==> src/dhm_pkg.sv <==
// ----------------------------------------------------------------------------
// dhm_pkg
// Shared constants, command codes and controller/datapath interface types
// for the highest-takes-precedence DMX merge engine.
// ----------------------------------------------------------------------------
package dhm_pkg;

    // Store geometry.
    localparam int UNIVERSES = 4;
    localparam int SLOTS     = 512;
    localparam int DEPTH     = UNIVERSES * SLOTS;
    localparam int ADDR_W    = (DEPTH > 1) ? $clog2(DEPTH) : 1;
    localparam int UNI_W     = (UNIVERSES > 1) ? $clog2(UNIVERSES) : 1;
    localparam int SLOT_W    = (SLOTS > 1) ? $clog2(SLOTS) : 1;

    // At most four universes are reported on a commit.
    localparam int REPORT_MAX = 4;
    localparam int REPORT_N   = (UNIVERSES < REPORT_MAX) ? UNIVERSES : REPORT_MAX;

    // Full DMX output value.
    localparam logic [7:0] DMX_FULL = 8'hFF;

    // Divider: one overflow step plus eight quotient bits.
    localparam int DIV_STEPS = 9;
    localparam int STEP_W    = 4;

    // Operation codes carried in the cmd field.
    typedef enum logic [1:0] {
        CMD_CLEAR   = 2'd0,
        CMD_CONTRIB = 2'd1,
        CMD_COMMIT  = 2'd2,
        CMD_READ    = 2'd3
    } cmd_t;

    // Commands from the controller to the datapath.
    typedef struct packed {
        logic capture;       // latch the input word
        logic cnt_clr;       // reset the sweep counters
        logic cnt_step;      // advance the sweep counters by one entry
        logic rpt_step;      // advance the report universe
        logic init_wr;       // zero both stores at the sweep address
        logic clr_wr;        // zero the frame store at the sweep address
        logic mul_load;      // load products into the divider
        logic div_step;      // one restoring divider step
        logic frame_rd;      // read the frame store at the item address
        logic sweep_rd;      // read both stores at the sweep address
        logic chg_clr;       // clear the per-universe changed flags
        logic contrib_done;  // write back the frame entry and load the result
        logic read_rd;       // read the output store at the item address
        logic read_done;     // load the read result
        logic report_load;   // load one commit report
    } dp_cmd_t;

    // Status from the datapath to the controller.
    typedef struct packed {
        logic sweep_last;    // sweep counters point at the final entry
        logic rpt_last;      // report universe is the final one reported
        logic div_last;      // divider is on its final step
        logic out_free;      // result register can take a new word
    } dp_stat_t;

    // Linear store address of a universe and slot.
    function automatic logic [ADDR_W-1:0] addr_of(input logic [ADDR_W-1:0] uni,
                                                  input logic [ADDR_W-1:0] slot);
        logic [ADDR_W-1:0] base;
        base = uni * ADDR_W'(SLOTS);
        return base + slot;
    endfunction

endpackage

==> src/dhm_ctrl.sv <==
// ----------------------------------------------------------------------------
// dhm_ctrl
// Sequencer for the merge engine: store clearing after reset, clear sweeps,
// contribute scaling and write-back, reads, and commit sweeps with reports.
// ----------------------------------------------------------------------------
module dhm_ctrl (
    input  logic                clk,
    input  logic                rst_n,
    input  logic                in_valid,
    output logic                in_stall,
    input  logic [1:0]          cmd,
    output dhm_pkg::dp_cmd_t    ctl,
    input  dhm_pkg::dp_stat_t   stat
);
    import dhm_pkg::*;

    typedef enum logic [10:0] {
        S_INIT       = 11'b000_0000_0001,
        S_IDLE       = 11'b000_0000_0010,
        S_CLEAR      = 11'b000_0000_0100,
        S_MUL        = 11'b000_0000_1000,
        S_DIV        = 11'b000_0001_0000,
        S_CONTRIB    = 11'b000_0010_0000,
        S_READ_ISSUE = 11'b000_0100_0000,
        S_READ_OUT   = 11'b000_1000_0000,
        S_COMMIT     = 11'b001_0000_0000,
        S_DRAIN      = 11'b010_0000_0000,
        S_REPORT     = 11'b100_0000_0000
    } state_t;

    state_t state_reg;
    state_t state_next;

    always_ff @(posedge clk or negedge rst_n)
    begin
        if (!rst_n)
        begin
            state_reg <= S_INIT;
        end
        else
        begin
            state_reg <= state_next;
        end
    end

    // A new word is taken only in the idle state.
    assign in_stall = (state_reg != S_IDLE);

    // Next state and datapath commands.
    always_comb
    begin
        ctl        = '0;
        state_next = state_reg;
        unique case (state_reg)
            S_INIT:
            begin
                ctl.init_wr  = 1'b1;
                ctl.cnt_step = 1'b1;
                if (stat.sweep_last)
                begin
                    ctl.cnt_clr = 1'b1;
                    state_next  = S_IDLE;
                end
            end
            S_IDLE:
            begin
                if (in_valid)
                begin
                    ctl.capture = 1'b1;
                    unique case (cmd_t'(cmd))
                        CMD_CLEAR:   state_next = S_CLEAR;
                        CMD_CONTRIB: state_next = S_MUL;
                        CMD_COMMIT:
                        begin
                            ctl.chg_clr = 1'b1;
                            state_next  = S_COMMIT;
                        end
                        CMD_READ:    state_next = S_READ_ISSUE;
                    endcase
                end
            end
            S_CLEAR:
            begin
                ctl.clr_wr   = 1'b1;
                ctl.cnt_step = 1'b1;
                if (stat.sweep_last)
                begin
                    ctl.cnt_clr = 1'b1;
                    state_next  = S_IDLE;
                end
            end
            S_MUL:
            begin
                ctl.mul_load = 1'b1;
                ctl.frame_rd = 1'b1;
                state_next   = S_DIV;
            end
            S_DIV:
            begin
                ctl.div_step = 1'b1;
                if (stat.div_last)
                begin
                    state_next = S_CONTRIB;
                end
            end
            S_CONTRIB:
            begin
                if (stat.out_free)
                begin
                    ctl.contrib_done = 1'b1;
                    state_next       = S_IDLE;
                end
            end
            S_READ_ISSUE:
            begin
                ctl.read_rd = 1'b1;
                state_next  = S_READ_OUT;
            end
            S_READ_OUT:
            begin
                if (stat.out_free)
                begin
                    ctl.read_done = 1'b1;
                    state_next    = S_IDLE;
                end
            end
            S_COMMIT:
            begin
                ctl.sweep_rd = 1'b1;
                ctl.cnt_step = 1'b1;
                if (stat.sweep_last)
                begin
                    ctl.cnt_clr = 1'b1;
                    state_next  = S_DRAIN;
                end
            end
            S_DRAIN:
            begin
                state_next = S_REPORT;
            end
            S_REPORT:
            begin
                if (stat.out_free)
                begin
                    ctl.report_load = 1'b1;
                    ctl.rpt_step    = 1'b1;
                    if (stat.rpt_last)
                    begin
                        ctl.cnt_clr = 1'b1;
                        state_next  = S_IDLE;
                    end
                end
            end
            default:
            begin
                state_next = S_IDLE;
            end
        endcase
    end

endmodule

==> config.mk <==
export PLATFORM = sky130hd
export DESIGN_NAME = dhm_ctrl
export DESIGN_NICKNAME = d
export VERILOG_FILES = /design/src/dhm_pkg.sv /design/src/dhm_ctrl.sv
export SDC_FILE = /design/constraint.sdc
export NUM_CORES = 1
export LEC_CHECK = 0
export BUFFER_PORTS_ARGS = -buffer_cell sky130_fd_sc_hd__buf_4
export CAP_MARGIN = 40
export CELL_PAD_IN_SITES_DETAIL_PLACEMENT = 0
export CELL_PAD_IN_SITES_GLOBAL_PLACEMENT = 1
export CORE_MARGIN = 2
export CORE_UTILIZATION = 36
export CTS_BUF_LIST = sky130_fd_sc_hd__clkbuf_16
export CTS_CLUSTER_DIAMETER = 60
export DETAILED_ROUTE_END_ITERATION = 10
export GPL_ROUTABILITY_DRIVEN = 1
export HOLD_SLACK_MARGIN = 0.03
export PLACE_DENSITY = 0.85
export SLEW_MARGIN = 5
export SYNTH_ARGS = -nofsm -noshare
export SYNTH_HDL_FRONTEND = slang
export SYNTH_SLANG_ARGS = --single-unit
export TNS_END_PERCENT = 30
==> constraint.sdc <==
create_clock -name clk -period 2.8 [get_ports clk]
set_input_delay 0.28 -clock clk [delete_from_list [all_inputs] [get_ports clk]]
set_output_delay 0.28 -clock clk [all_outputs]
set_load 0.005 [all_outputs]
* Yosys cells after proc, flatten, opt, wreduce, memory -nomap -nowiden
Index checks and enable logic that the tools add are counted. Widths: inputs -> output; s select.
Word-level totals: memories 0, word-level logic and storage cells 57, register bits 11, output and inout bits 16, latch bits 0, input bits 9, memory bits (read-only) 0, bits in writable memories 0
Operators by class: $mul 0, muxes and demuxes 29, shift operators 0, bitwise operators 0, reduce and logical (&&, ||, !) cells 5, equality and inequality tests 22, divide/modulo/power cells 0, add/subtract/negate cells 0, order comparisons 0
Operators by type and width (count):
- $pmux 11 s9 | 1
- $mux 11 | 7
- $pmux 11 s4 | 1
- $mux 1 | 19
- $eq 11x1->1 const B | 1
- $eq 11x10->1 const B | 1
- $eq 11x11->1 const B | 1
- $eq 11x2->1 const B | 1
- $eq 11x3->1 const B | 1
- $eq 11x4->1 const B | 1
- $eq 11x5->1 const B | 1
- $eq 11x6->1 const B | 1
- $eq 11x7->1 const B | 1
- $eq 11x8->1 const B | 1
- $eq 11x9->1 const B | 1
- $ne 11x2->1 const B | 1
- $ne 2x2->1 const B | 5
- $reduce_and 7->1 | 1
- $eq 2x2->1 const B | 2
- $ne 2x1->1 const B | 2
- $reduce_or 2->1 | 2
- $reduce_or 3->1 | 1
- $eq 2x1->1 const B | 1
- $logic_not 2->1 | 1
- $pmux 1 s2 | 1

* Longest topological paths before layout
Gate-level depths: netlist of run 1.
depth after elaboration 4, depth in mapped cells 6, gate-level depth less buffers 5

* Worst setup path before layout of run 1
No wires, ideal clock.
path kind register to output, start point reg state_reg[5], end point out ctl[4] (netlist name), required time 2520 ps, setup slack 752 ps, path buffers 1, arrival 1768 ps, cell stages (with the launch flop) 7, cell sequence dfrtp_1 -> buf_6 -> or4_4 -> nor2_2 -> and4_1 -> nor2b_1 -> and2_1
RTL lines:
- from (decl) | RTL line dhm_ctrl.sv:31 | state_t state_reg;
- from (signal assigned) | RTL line dhm_ctrl.sv:42 | state_reg <= state_next;
- to (decl) | RTL line dhm_ctrl.sv:12 | output dhm_pkg::dp_cmd_t ctl,

==> results of run 1 <==
-- Yosys cell counts, types with 2 or more instances --
master / n / area, sq um
nor2b_1: 3 / 18.8
nor2_2: 2 / 12.5
nand2b_1: 5 / 31.3
or3_1: 2 / 12.5
a22o_1: 2 / 17.5
clkbuf_1: 2 / 7.51
nor3b_1: 2 / 15.0
nor4b_1: 3 / 26.3
xor2_1: 3 / 26.3
buf_4: 3 / 22.5
nor2_1: 6 / 22.5
inv_1: 3 / 11.3
and3_1: 2 / 12.5
o21ai_0: 2 / 10.0
and2_1: 2 / 12.5
nand2_1: 8 / 30.0
nor3_1: 3 / 15.0
dfrtp_1: 10 / 250
nor4_1: 6 / 37.5
a21o_1: 2 / 15.0
-- placed cells by master, fill, tap and decap left out, types with 3 or more instances in the layout --
cell,synthesis,final
buf_4,3,24
dfrtp_1,10,10
nand2_1,8,8
nor2_1,6,6
nor4_1,6,6
nand2b_1,5,5
inv_1,3,4
nor2b_1,3,3
xor2_1,3,3
nor3_1,3,3
nor4b_1,3,3
clkbuf_16,0,3
-- critical path: stages, from the launching register on --
cell and delay (ns):
dfrtp_1 0.47, or4_4 0.63, nor2_2 0.17, and4_1 0.25, nor2b_1 0.22, and2_1 0.16, buf_4 0.10
-- area by class of cell --
type                            instances  area [sq um]  share of cell area [%]
Clock inverter                          1          3.75                   0.347
Clock buffer                            3          75.1                    6.94
Timing Repair Buffer                   25           190                    17.6
Multi-Input combinational cell         70           490                    45.3
Tap cell                               28          35.0                    3.24
Inverter                                3          11.3                    1.04
Sequential cell                        11           277                    25.5
-- power by group --
part	switching, mW	total (mW)	internal, mW
clock network	0.0680	0.255	0.187
registers	0.0422	0.223	0.180
logic	0.171	0.325	0.154
total	0.281	0.803	0.521
-- cell families (layout without fill, tap and decap cells) --
family	Yosys count	count (layout)
AND/OR/NAND/NOR	50	50
XOR/XNOR	3	3
buffers and inverters	11	32
multiplexers	2	2
AO/OA/AOI/OAI	15	15
flip-flops	11	11
-- stage by stage --
stage	cells	util (%)
2_1_floorplan	92	-
3_3_place_gp	136	45.3
3_5_place_dp	136	45.3
4_1_cts	141	49.4
5_1_grt	141	49.4
6_report	141	49.4
-- final timing paths --
| check | startpoint | end | slack [ns] | cells after the start |
|---|---|---|---|---|
| setup / recovery | state_reg[5] | ctl[4] | 0.30 | 6 |
| hold / removal | cmd[1] | state_reg[3] | 0.22 | 2 |
| setup reg to reg | state_reg[5] | state_reg[5] | 0.60 | 5 |
| hold reg to reg | state_reg[0] | state_reg[0] | 0.54 | 1 |
| max in group asynchronous | rst_n | state_reg[0] | 2.16 | 2 |
| min in group asynchronous | rst_n | state_reg[9] | 0.42 | 2 |
-- metal layers --
layer  routed length [microns]  track usage, %
met4                         0            3.07
met5                         0               0
met3                       141            4.02
met2                       861            21.5
met1                       912            20.9
==> summary.txt, run 1 <==
Run status
  • Run status: finished, final reports clean

Setup path
  • Critical Setup Path Class: flop to primary output
  • CP max FO: 10
  • Kind of end point of the critical path: primary output
  • WP data arrival: 2.22 ns
  • Startpoint class of the critical path: flop
  • Critical path data required time: 2.52 ns

Logic synthesis
  • Mux contribution to synthesized area: 3.17%
  • Post-synthesis share of cell area spent on and, or, nand and nor gates: 37.4%
  • Async set or reset register ratio after synthesis: 100%
  • Number of cells produced by synthesis: 92
  • Adder and majority gate portion of the synthesized area: 0%
  • EDFF count, synth: 0
  • Flop and latch count out of synthesis: 11
  • Syn nets: 101
  • Syn Std Cell Area: 830 sq um
  • Main combinational cell family by area after synthesis: simple AND/OR/NAND/NOR gates
  • Unique cell type count in the Yosys netlist: 41
  • Mean instance size in the synthesized netlist: 9.02 sq um
  • Area fraction in compound gates after synthesis: 15.4%
  • Most instantiated flip-flop cell in the synthesis netlist: dfrtp_1
  • Area share of xor/xnor cells in the synthesized design: 3.17%
  • Portion of the post-synthesis area used by sequential elements: 33.3%
  • Number of warnings reported in the yosys synthesis log: 0

Die
  • Initial core utilization: 37.9%
  • Std-Cell Core Area: 0.00219 sq mm
  • Site row count: 17
  • Top-level port count: 25
  • Chip width: 52.0 microns
  • Die outline area: 0.00270 sq mm
  • Die Y-Extent: 52.0 microns

Clocking
  • Clock tree root buffer cell: clkbuf_16
  • Clock buffer depth: 2
  • CTS sink cnt: 11
  • Clock H-tree levels: 1
  • Post-CTS setup-driven buffer insertion count: 0
  • Clock buffers created by TritonCTS: 3
  • Hold_buf cts: 1
  • TritonCTS clock tree: built
  • Clk_lat worst skew: 0.24 ns
  • Clock slew seen by the registers of the worst setup and hold paths: 0.04 ns
  • Post-cts gate resize count: 0

Global routing
  • Total global routing overflow: 0
  • Vias in the first global route: 693
  • Pin count of the biggest net entering global routing: 12
  • Aggregate global-route resource usage: 14.5%
  • Wire length of the first global-routing pass: 3020 microns
  • Number of antenna violations at the first check in global routing: 0

Timing
  • Final setup violation count: 0
  • Share of the cycle needed by the critical path after routing: 89.3%
  • Final Max Tran Viols: 0
  • Max Clk Rate: 400 MHz
  • RSZ-0062 raised after global routing: false
  • Worst slew margin: 65.7%
  • Post-Route Hold Slack: 0.225 ns
  • Time the worst path needs with I/O delays and setup: 2.50 ns
  • Total negative slack: 0 ns
  • Slew of the pin with the lowest slew margin: 0.510 ns
  • Final hold viol count: 0
  • Final WS setup: 0.300 ns
  • Worst clock skew: 0.00913 ns

Drt
  • Average wire per cell in the routed design: 13.6 microns
  • Number of DRC markers after the initial detailed-route iteration: 29
  • Count of vias placed by the detailed router: 769
  • Detailed-route vias per instance: 5.45
  • Number of iterations in the first detailed-routing pass: 4
  • DRT antenna net count: 0
  • DRT Wirelength: 1920 microns
  • Number of remaining DRC errors: 0

Place
  • Instance area at placement: 993 sq um
  • Place WS: 0.566 ns
  • Number of port buffers: 24
  • Final HPWL from detailed placement: 1440 microns
  • Weighted congestion at the end of routability-driven global placement: 0.796

Layout
  • Number of flip-flops in the largest register: 11
  • Number of nets in the finished design: 123
  • Number of antenna cells inserted: 0
  • Fillers: 217
  • Layout cells sized above 1: 31.9%
  • Area growth from synthesis to final layout: 30.5%
  • Area of all placed cells without fillers: 0.00108 sq mm

Power
  • LEAKAGE: 0.534 nW
  • Cell Pwr Density: 742 mW/mm^2
  • Max rail drop VDD: 0.000521 V
  • Total Power: 0.803 mW

Run
  • Max_cap viols: 0

Min path
  • Class of the most critical hold timing path: primary input to flop
Power figures use the tool's default switching activity.
==> run 2: changes to the inputs <==
- PLACE_DENSITY: 0.85 -> unset
- PLACE_DENSITY_LB_ADDON: unset -> 0.1
==> summary.txt, run 2 (synthesized netlist as in run 1, its figures left out) <==
Clocking
  • Clock slew seen by the registers of the worst setup and hold paths: 0.04 ns
  • Clock buffers created by TritonCTS: 3
  • Hold_buf cts: 1
  • Clock H-tree levels: 1
  • TritonCTS clock tree: built
  • Clk_lat worst skew: 0.24 ns
  • CTS sink cnt: 11
  • Post-CTS setup-driven buffer insertion count: 0
  • Post-cts gate resize count: 0
  • Clock tree root buffer cell: clkbuf_16
  • Clock buffer depth: 2

Drt
  • DRT Wirelength: 1990 microns
  • Average wire per cell in the routed design: 14.1 microns
  • Number of iterations in the first detailed-routing pass: 4
  • DRT antenna net count: 0
  • Number of DRC markers after the initial detailed-route iteration: 6
  • Detailed-route vias per instance: 5.46
  • Number of remaining DRC errors: 0
  • Count of vias placed by the detailed router: 770

Die
  • Top-level port count: 25
  • Site row count: 17
  • Std-Cell Core Area: 0.00219 sq mm
  • Die outline area: 0.00270 sq mm
  • Die Y-Extent: 52.0 microns
  • Chip width: 52.0 microns
  • Initial core utilization: 37.9%

Place
  • Place WS: 0.555 ns
  • Weighted congestion at the end of routability-driven global placement: 0.860
  • Final HPWL from detailed placement: 1490 microns
  • Number of port buffers: 24

Power
  • Sw power: 0.293 mW
  • Max rail drop VDD: 0.000384 V
  • Part of the total power dissipated in the clock network: 32.1%
  • Design internal power: 0.522 mW
  • Combinational fraction of design power: 40.4%
  • Switching Fraction: 36.0%
  • Share of power burned in registers: 27.4%
  • Cell Pwr Density: 753 mW/mm^2
  • LEAKAGE: 0.534 nW

Setup path
  • Critical path data required time: 2.52 ns
  • Reg-to-reg critical path startpoint: state_reg[5]
  • WP data arrival: 2.24 ns
  • Worst R2R Path Depth: 5
  • Reg-to-Reg End: state_reg[5]
  • CP peak stage delay: 0.63 ns
  • Largest delay contributor family on the critical path: simple AND/OR/NAND/NOR gates
  • Standard cell with the maximum stage delay on the critical path: or4_4
  • Flop2flop setup slack: 0.57 ns
  • Worst-path cell chain: or4_4 -> nor2_2 -> and4_1 -> nor2b_1 -> and2_1 -> buf_4
  • Kind of end point of the critical path: primary output
  • Critical Setup Path Class: flop to primary output
  • Worst Path Buf+Inv: 1
  • Startpoint class of the critical path: flop
  • CP max FO: 10

Global routing
  • Wire length of the first global-routing pass: 3390 microns
  • Total global routing overflow: 0
  • Number of antenna violations at the first check in global routing: 0
  • Vias in the first global route: 733
  • Pin count of the biggest net entering global routing: 12
  • Aggregate global-route resource usage: 17.1%

Layout
  • Highest-count cells in the layout ignoring fill and taps: 24 x buf_4, 10 x dfrtp_1, 8 x nand2_1
  • Leading cell type in the layout, fill and taps excluded: buf_4
  • Number of flip-flops in the largest register: 11
  • Layout Utilization: 49.4%
  • Number of nets in the finished design: 123
  • Area growth from synthesis to final layout: 30.5%
  • Number of antenna cells inserted: 0
  • Layout cells sized above 1: 31.9%

Timing
  • Worst slew margin: 68.6%
  • Share of the cycle needed by the critical path after routing: 89.9%
  • Time the worst path needs with I/O delays and setup: 2.52 ns
  • Total negative slack: 0 ns
  • Final hold viol count: 0
  • RSZ-0062 raised after global routing: false
  • Final setup violation count: 0
  • Final WS setup: 0.284 ns
  • Slew of the pin with the lowest slew margin: 0.466 ns
  • Max Clk Rate: 397 MHz
  • Final Max Tran Viols: 0
  • Worst clock skew: 0.00642 ns

Min path
  • Class of the most critical hold timing path: primary input to flop
  • Launch instance of the worst min-delay path: cmd[1]
  • Worst hold path cell count: 2
  • Hold EP: state_reg[3]

Run status
  • Run status: finished, final reports clean

Run
  • Max_cap viols: 0
run 2: cell counts in the layout (fill, tap and decap cells not counted):
No cell type changed its count.
run 2: through the flow:
step                power [mW]  cell area (sq um)  cells  hold WS, ns
CTS                      0.816               1080    141        0.216
detailed placement       0.549                993    136        0.126
global route             0.875               1080    141        0.238
floorplan                0.445                830     92      -0.0156
global placement         0.551                993    136        0.127
finish                   0.815               1080    141        0.221
run 2: worst max-delay path by stage:
stage	from	endpoint	slack, ns	cells past startpoint
floorplan	state_reg[5]	ctl[4]	0.75	6
detailed placement	state_reg[5]	ctl[4]	0.55	6
global placement	state_reg[4]	ctl[4]	0.59	6
finish	state_reg[5]	ctl[4]	0.28	6
CTS	state_reg[5]	ctl[4]	0.29	6
global route	state_reg[5]	ctl[4]	0.11	6
run 2: cell type report:
class                           count  area (sq um)
Clock buffer                        3          75.1
Clock inverter                      1          3.75
Fill cell                         221          1110
Inverter                            3          11.3
Multi-Input combinational cell     70           490
Sequential cell                    11           277
Tap cell                           28          35.0
Timing Repair Buffer               25           190
run 2: power by group through the flow:
stage               clock, mW  combinational [mW]  sequential [mW]
floorplan                   0               0.247            0.199
global placement            0               0.328            0.223
detailed placement          0               0.325            0.224
CTS                     0.265               0.329            0.222
global route            0.275               0.371            0.229
finish                  0.262               0.330            0.223
run 2: worst register-to-register path, stage by stage, from the launching register on:
cell	delay [ns]
dfrtp_1	0.48
or4_4	0.63
nor2_2	0.15
o2111ai_2	0.20
o221ai_2	0.32
mux2_4	0.33
run 2: layer usage:
| metal | part of all wire (%) | GRT usage [%] | vias to the layer above | wire (microns) |
|---|---|---|---|---|
| met5 | 0 | 0 | - | 0 |
| met4 | 1.5 | 8.33 | 0 | 29 |
| met3 | 4.7 | 3.45 | 4 | 93 |
| met2 | 44 | 24.9 | 23 | 870 |
| met1 | 50 | 23.9 | 361 | 993 |
| li1 | - | - | 382 | - |
==> run 3: changes to the inputs <==
- ABC_AREA: unset -> 1
- CORE_UTILIZATION: 36 -> 37
- HOLD_SLACK_MARGIN: 0.03 -> 0.1
- clock period: 2.8 -> 2.9 ns (I/O delays scaled with it)
==> summary.txt, run 3 <==
Logic synthesis
  • Portion of the post-synthesis area used by sequential elements: 32.7%
  • Mean instance size in the synthesized netlist: 6.70 sq um
  • Synth cell count leaders: 32 x nand2_1, 25 x inv_1, 21 x nor2_1, 10 x dfrtp_1, 9 x nand3_1
  • Number of warnings reported in the yosys synthesis log: 0
  • Flop and latch count out of synthesis: 11
  • Syn nets: 135
  • Cell types occupying the most area after synthesis: dfrtp_1 30%, nand2_1 14%, inv_1 11%, nor2_1 9.3%, nand3_1 5.3%
  • Syn Std Cell Area: 845 sq um
  • Async set or reset register ratio after synthesis: 100%
  • Yosys top cell by area: dfrtp_1
  • Number of cells produced by synthesis: 126
  • Area fraction of the dominant cell type after synthesis: 29.6%
  • Most instantiated flip-flop cell in the synthesis netlist: dfrtp_1
  • Unique cell type count in the Yosys netlist: 20
  • Top-count cell post-synth: nand2_1
  • EDFF count, synth: 0

Setup path
  • Launch point of the worst path: state_reg[2]
  • WP data arrival: 1.63 ns
  • Reg-to-reg critical path startpoint: state_reg[0]
  • Reg-to-Reg End: state_reg[5]
  • Critical path data required time: 2.61 ns
  • Worst R2R Path Depth: 8
  • Critical Setup Path Class: flop to primary output
  • Critical path endpoint: ctl[4]
  • CP max FO: 5
  • Flop2flop setup slack: 1.35 ns
  • Kind of end point of the critical path: primary output
  • Startpoint class of the critical path: flop

Global routing
  • Pin count of the biggest net entering global routing: 12
  • Wire length of the first global-routing pass: 3170 microns
  • Number of antenna violations at the first check in global routing: 0
  • Total global routing overflow: 0
  • Aggregate global-route resource usage: 16.0%
  • Vias in the first global route: 735

Layout
  • Fillers: 224
  • Footprint of the multi-input gates: 459 sq um
  • Final cell count without fillers: 181
  • Number of flip-flops in the largest register: 11
  • Layout Utilization: 51.8%
  • Area used by sequential logic in the layout: 277 sq um
  • Number of antenna cells inserted: 0
  • Highest-count cells in the layout ignoring fill and taps: 32 x nand2_1, 25 x inv_1, 24 x buf_4
  • Layout cells sized above 1: 30.1%
  • Leading cell type in the layout, fill and taps excluded: nand2_1
  • Number of nets in the finished design: 163
  • Area growth from synthesis to final layout: 34.4%
  • Area of all placed cells without fillers: 0.00113 sq mm

Timing
  • Share of the cycle needed by the critical path after routing: 66.1%
  • Final hold viol count: 0
  • Time the worst path needs with I/O delays and setup: 1.92 ns
  • Worst slew margin: 62.8%
  • Slew of the pin with the lowest slew margin: 0.554 ns
  • Worst clock skew: 0.00173 ns
  • Final Max Tran Viols: 0
  • RSZ-0062 raised after global routing: false
  • Total negative slack: 0 ns
  • Max Clk Rate: 522 MHz
  • Final setup violation count: 0

Drt
  • Number of iterations in the first detailed-routing pass: 4
  • DRT antenna net count: 0
  • Count of vias placed by the detailed router: 814
  • Average wire per cell in the routed design: 10.3 microns
  • Wl on met1: 964 microns
  • Top sig layer: met4
  • Detailed-route vias per instance: 4.50
  • Routed length on met2: 764 microns
  • DRT Wirelength: 1870 microns
  • Number of remaining DRC errors: 0
  • Number of DRC markers after the initial detailed-route iteration: 24
  • WL met3: 118 microns

Die
  • Die outline area: 0.00268 sq mm
  • Top-level port count: 25
  • Std-Cell Core Area: 0.00219 sq mm
  • Die Y-Extent: 51.8 microns
  • Chip width: 51.8 microns
  • Initial core utilization: 38.5%
  • Site row count: 17

Power
  • Cell Pwr Density: 997 mW/mm^2
  • LEAKAGE: 0.691 nW
  • Combinational fraction of design power: 57.6%
  • Switching Fraction: 45.0%
  • Sw power: 0.509 mW
  • Design internal power: 0.622 mW
  • Max rail drop VDD: 0.000683 V
  • Total Power: 1.13 mW
  • Part of the total power dissipated in the clock network: 22.2%
  • Share of power burned in registers: 20.2%

Run status
  • Run status: finished, final reports clean

Clocking
  • Clock buffer depth: 2
  • Clk_lat worst skew: 0.24 ns
  • Clock tree root buffer cell: clkbuf_16
  • Clock buffers created by TritonCTS: 3
  • CTS sink cnt: 11
  • Clock slew seen by the registers of the worst setup and hold paths: 0.04 ns
  • TritonCTS clock tree: built
  • Post-cts gate resize count: 0
  • Clock H-tree levels: 1

Run
  • Max_cap viols: 0

Place
  • Final HPWL from detailed placement: 1540 microns
  • Instance area at placement: 0.00104 sq mm
  • Weighted congestion at the end of routability-driven global placement: 0.776
  • Number of port buffers: 24
  • Dpl cells: 176

Min path
  • Class of the most critical hold timing path: primary input to flop
==> run 3: worst min-delay path by stage <==
stage,from,slack (ns),endpoint,cells after the start
after floorplan,rst_n,-0.006,state_reg[10],0
after global placement,rst_n,0.13,state_reg[1],1
after detailed placement,rst_n,0.13,state_reg[1],1
after CTS,cmd[0],0.31,state_reg[6],3
after global routing,cmd[0],0.33,state_reg[6],3
final,cmd[0],0.31,state_reg[6],3
==> run 3: per-layer routing <==
metal / global-route usage [%] / vias up
li1: - / 430
met1: 22.6 / 348
met2: 24.8 / 32
met3: 2.59 / 4
met4: 5.26 / 0
met5: 0 / -
==> run 3: logic make-up (layout without fill, tap and decap cells) <==
group                  Yosys count  count (layout)  synth area share [%]
buffers and inverters           27              54                  12.9
flip-flops                      11              11                  32.7
AND/OR/NAND/NOR                 84              84                  51.6
AO/OA/AOI/OAI                    4               4                  2.81
==> run 3: critical path: stages (launching register included) <==
cell and delay [ns]:
dfrtp_1 0.40, nor2_1 0.15, inv_1 0.07, nor2_1 0.18
nand2_1 0.17, nor2_1 0.15, nand3_1 0.10, inv_1 0.06
buf_4 0.10
==> run 3: final cells by class <==
cell class              count  share of cell area [%]
clock buffers               3                    6.62
clock inverters             1                   0.441
inverters                  25                    8.27
multi-input cells          88                    40.5
flip-flops and latches     11                    24.4
well taps                  28                    3.09
repair buffers             25                    16.8
==> run 3: per-stage QoR <==
step / worst slack (ns) / hold slack (ns)
3_3_place_gp: 1.29 / 0.132
3_5_place_dp: 1.24 / 0.134
2_1_floorplan: 1.43 / -0.00559
5_1_grt: 0.767 / 0.330
4_1_cts: 0.973 / 0.314
6_report: 0.984 / 0.311
==> run 3: timing repair <==
item / CTS / global route
hold buffers: 1 / 0
endpoints found under the hold margin: 11 / 0
buffers inserted: 0 / 0
==> run 3: power groups by stage <==
stage	Clock [mW]	Combinational [mW]	Sequential (mW)
finish	0.251	0.651	0.229
global route	0.260	0.735	0.235
CTS	0.255	0.656	0.228
detailed placement	0	0.651	0.230
global placement	0	0.650	0.228
floorplan	0	0.480	0.222
